`src/sv/cfla_pkg.sv`:
```
// Shared types and constants for the checked free-list allocator.
`default_nettype none
package cfla_pkg;

	localparam int unsigned MAX_ENTRIES_DEF = 1024;
	localparam int unsigned RESET_COUNT     = 1024;
	localparam int unsigned IDX_FIELD_W     = 10;
	localparam int unsigned CNT_FIELD_W     = 11;
	localparam int unsigned STATUS_W        = 3;

	typedef enum logic [STATUS_W-1:0] {
		ST_OK           = 3'd0,
		ST_EXHAUSTED    = 3'd1,
		ST_BAD_INDEX    = 3'd2,
		ST_MAPPED       = 3'd3,
		ST_ALREADY_FREE = 3'd4,
		ST_OVERFLOW     = 3'd5
	} status_t;

	typedef enum logic {
		OP_ALLOC   = 1'b0,
		OP_RELEASE = 1'b1
	} op_t;

	typedef enum logic {
		S_IDLE,
		S_EXEC
	} state_t;

	// outcome of one request
	typedef struct packed {
		status_t status;
		logic    pop;
		logic    fresh;
		logic    push;
	} decision_t;

endpackage
`default_nettype wire

```
`src/sv/cfla_unit.sv`:
```
// Request check unit: ordered compares that decide the outcome of one request.
`default_nettype none
module cfla_unit
	import cfla_pkg::*;
#(
	parameter int unsigned CW = 11
) (
	input  wire op_t                    op,
	input  wire logic [IDX_FIELD_W-1:0] idx,
	input  wire logic                   mapped,
	input  wire logic                   busy,
	input  wire logic [CW-1:0]          count,
	input  wire logic [CW-1:0]          depth,
	input  wire logic [CW-1:0]          fresh,
	output decision_t                   dec
);

	localparam int unsigned XW = (CW > IDX_FIELD_W) ? CW : IDX_FIELD_W;

	logic [XW-1:0] idx_x;
	logic [XW-1:0] count_x;
	logic [XW-1:0] fresh_x;
	logic [CW:0]   sum;

	assign idx_x   = XW'(idx);
	assign count_x = XW'(count);
	assign fresh_x = XW'(fresh);
	assign sum     = (CW+1)'(depth) + (CW+1)'(fresh);

	always_comb begin
		dec = '{status: ST_OK, pop: 1'b0, fresh: 1'b0, push: 1'b0};
		unique case (op)
			OP_ALLOC: begin
				if (depth == '0) begin
					dec.status = ST_EXHAUSTED;
				end else begin
					dec.pop   = 1'b1;
					// top of stack still in the untouched initial region
					dec.fresh = (sum == (CW+1)'(count));
				end
			end
			OP_RELEASE: begin
				priority if (idx_x >= count_x) begin
					dec.status = ST_BAD_INDEX;
				end else if (mapped) begin
					dec.status = ST_MAPPED;
				end else if (!(idx_x < fresh_x && busy)) begin
					dec.status = ST_ALREADY_FREE;
				end else if (depth >= count) begin
					dec.status = ST_OVERFLOW;
				end else begin
					dec.push = 1'b1;
				end
			end
			default: begin
				dec.status = ST_OK;
			end
		endcase
	end

endmodule
`default_nettype wire

```
`config.mk`:
```
export PLATFORM = sky130hd
export DESIGN_NAME = cfla_unit
export DESIGN_NICKNAME = d
export VERILOG_FILES = /design/src/sv/cfla_pkg.sv /design/src/sv/cfla_unit.sv
export SDC_FILE = /design/constraint.sdc
export NUM_CORES = 1
export LEC_CHECK = 0
export ABC_AREA = 0
export BUFFER_PORTS_ARGS = -buffer_cell sky130_fd_sc_hd__buf_4
export CAP_MARGIN = 20
export CELL_PAD_IN_SITES_DETAIL_PLACEMENT = 1
export CELL_PAD_IN_SITES_GLOBAL_PLACEMENT = 2
export CORE_MARGIN = 3
export CORE_UTILIZATION = 31
export DETAILED_ROUTE_END_ITERATION = 8
export GPL_TIMING_DRIVEN = 0
export PLACE_DENSITY = 0.95
export SLEW_MARGIN = 20
export SYNTH_ARGS = -nofsm -noshare
export SYNTH_HDL_FRONTEND = slang
export SYNTH_SLANG_ARGS = --single-unit
```
`constraint.sdc`:
```
create_clock -name vclk -period 6.3
set_clock_uncertainty 0.05 [all_clocks]
set_input_delay 0.945 -clock vclk [all_inputs]
set_output_delay 0.945 -clock vclk [all_outputs]
set_load 0.02 [all_outputs]
```
==> impl_metrics.ini <==
[cells_and_area]
nFlopsAndLatches = 0
clkbuf_count = 0
area_growth_syn_to_layout_pct = 32.1
seqCellArea_um2 = 0
finish.utilization_pct = 44.4
fill_cells = 554
multi_input_area_um2 = 1310
diodes = 0
drive_gt1_share_pct = 23.9
nNetsFinal = 328

[synthesis]
syn_area_um2 = 1410
avgSynthCellArea_um2 = 7.59
synth_xor_area_share_pct = 7.45
synth_compound_area_share_pct = 29.9
synth.largest_area_cell = ha_1
synthMuxAreaShare_pct = 0.709
synthSimpleGateAreaFrac_pct = 17.0
syn_nets = 274
synth_area_leaders = ha_1, inv_1, a21oi_1
ys_types = 43
synth_top_cells_by_count = ha_1, inv_1, a21oi_1, o21ai_0, a21o_1
synth.top_cell.area_share_pct = 36.3
netlist_instances = 186
yosysMostFrequentCell = ha_1
synth-warning-count = 0
synth_seq_area_share_pct = 0
synthAdderAreaFrac_pct = 37.8
synth_top_family_by_area = adder cells

[timing]
hold_viol = 0
timing.slew.headroom_pct = 69.2
slew_viol_final = 0
worst_slew_pin_slew_ps = 458
setup_viol = 0
fin_crit_ps = 4110
period_share_pct = 65.2
rsz0062_at_grt = no
max_freq_mhz = 243
finalSetupTns_ps = 0

[clocking]
hold_buffers = 0
cts_setup_buffers = 0
postCtsResizedCells = 0

[power]
combPwrFrac_pct = 100.0
power_density_nw_per_um2 = 78.8
finalPower_mw = 0.147
p_int_mw = 0.0722
sw_frac_of_total_pct = 50.8
vdd_drop_max_mv = 0.0325
p_seq_share_pct = 0
switchingPower_mw = 0.0747
power.leakage_nw = 0.994
pwr-share-clk_pct = 0

[place]
place.gp.congestion = 0.835
hpwlAfterDp_um = 3950
numPortBuffers = 52

[floorplanning]
dieHeight_um = 73.5
die_area_um2 = 5400
fp.dieW_um = 73.5
ios = 52
initial_core_util_pct = 33.6
rows = 23
core-area_um2 = 4200

[drt]
ant_nets = 0
drc = 0
finalWirelength_um = 4260
via_count = 1579
first_pass_iters = 4
avgViaCountPerCell = 5.48
drt_iter0_drc = 49
wl_per_cell_um = 14.8

[critical_path]
cp_max_fo = 3
crit_path_end_kind = output pin
cp-startpoint = depth[0]
required_ps = 5300
critPathLaunchType = input port
endpoint = dec[1]
arrival_ps = 3120
setup.worst_path.class = input port to output pin

[grt]
antenna_found_initial = 0
grt_use_total_pct = 16.2
overflow = 0
grt_pass1_wl_um = 7160
grt_pass1_vias = 1597
grt_max_degree = 8

[worst_hold_path]
hold_path.class = input port to output pin

[job]
drv_cap = 0

[status]
outcome = complete, no violations
==> cell usage in the layout (no fill, tap or decap), types with 2 or more instances in the layout <==
| cell type | n |
|---|---|
| nor2b_1 | 3 |
| a21bo_1 | 2 |
| inv_1 | 27 |
| a21oi_1 | 13 |
| or3_1 | 2 |
| nand3_1 | 3 |
| xnor2_1 | 6 |
| o21ai_0 | 10 |
| o211ai_1 | 3 |
| xor2_1 | 6 |
| a311oi_1 | 2 |
| and3_1 | 2 |
| nand2_1 | 7 |
| nor4_1 | 4 |
| a21o_1 | 8 |
| ha_1 | 41 |
| nand2b_1 | 2 |
| and2_1 | 2 |
| nor2_1 | 7 |
| nor3_1 | 3 |
| a211oi_1 | 6 |
| a31oi_1 | 3 |
| o31ai_1 | 2 |
| nand4_1 | 2 |
| buf_4 | 52 |
| nand4b_1 | 2 |
==> worst max-delay path: stages <==
cell	delay, ps
buf_4	120
ha_1	240
fa_1	420
xor2_1	200
xnor2_1	140
nand4_1	160
nor4_1	330
nand4b_1	170
a211oi_2	220
buf_4	170
==> power groups by stage <==
stage / Sequential (mW) / Combinational [mW] / Clock (mW)
2_1_floorplan: 0 / 0.0920 / 0
3_3_place_gp: 0 / 0.144 / 0
3_5_place_dp: 0 / 0.148 / 0
4_1_cts: 0 / 0.149 / 0
5_1_grt: 0 / 0.167 / 0
6_report: 0 / 0.147 / 0
==> stage by stage <==
step / instances / instance area (um^2) / hold WS (ps) / setup slack (ps)
after floorplan: 186 / 1410 / 1930 / 2590
after global placement: 288 / 1860 / 2170 / 2230
after detailed placement: 288 / 1860 / 2180 / 2230
after CTS: 288 / 1860 / 2170 / 2220
after global routing: 288 / 1860 / 2180 / 2070
final: 288 / 1860 / 2170 / 2190
==> worst min-delay path by stage <==
stage                         to  slack [ps]  cells after the start  startpoint
after floorplan           dec[2]        1930                      1          op
after global placement    dec[2]        2170                      3          op
after detailed placement  dec[2]        2180                      3          op
after CTS                 dec[2]        2170                      3          op
after global routing      dec[2]        2180                      3          op
final                     dec[2]        2170                      3          op
==> cell type report <==
type | instances | area share (%)
inverters | 27 | 5.44
repair buffers | 52 | 20.9
well taps | 50 | 3.36
multi-input cells | 159 | 70.3
==> per-layer routing <==
| metal | vias to the layer above | GRT usage, % | routed length [um] |
|---|---|---|---|
| li1 | 805 | - | - |
| met1 | 735 | 21.4 | 1990 |
| met2 | 39 | 30.7 | 2060 |
| met3 | 0 | 0.547 | 210 |
| met4 | 0 | 0 | 0 |
| met5 | - | 0 | 0 |
==> logic make-up (layout without fill, tap and decap cells) <==
kind of cell	Yosys count	after routing
compound gates	61	61
simple gates	43	43
fa+ha+maj	42	42
buf+inv	27	79
xor+xnor	12	12
mux	1	1
No activity file was read; power rests on OpenSTA's default activity.
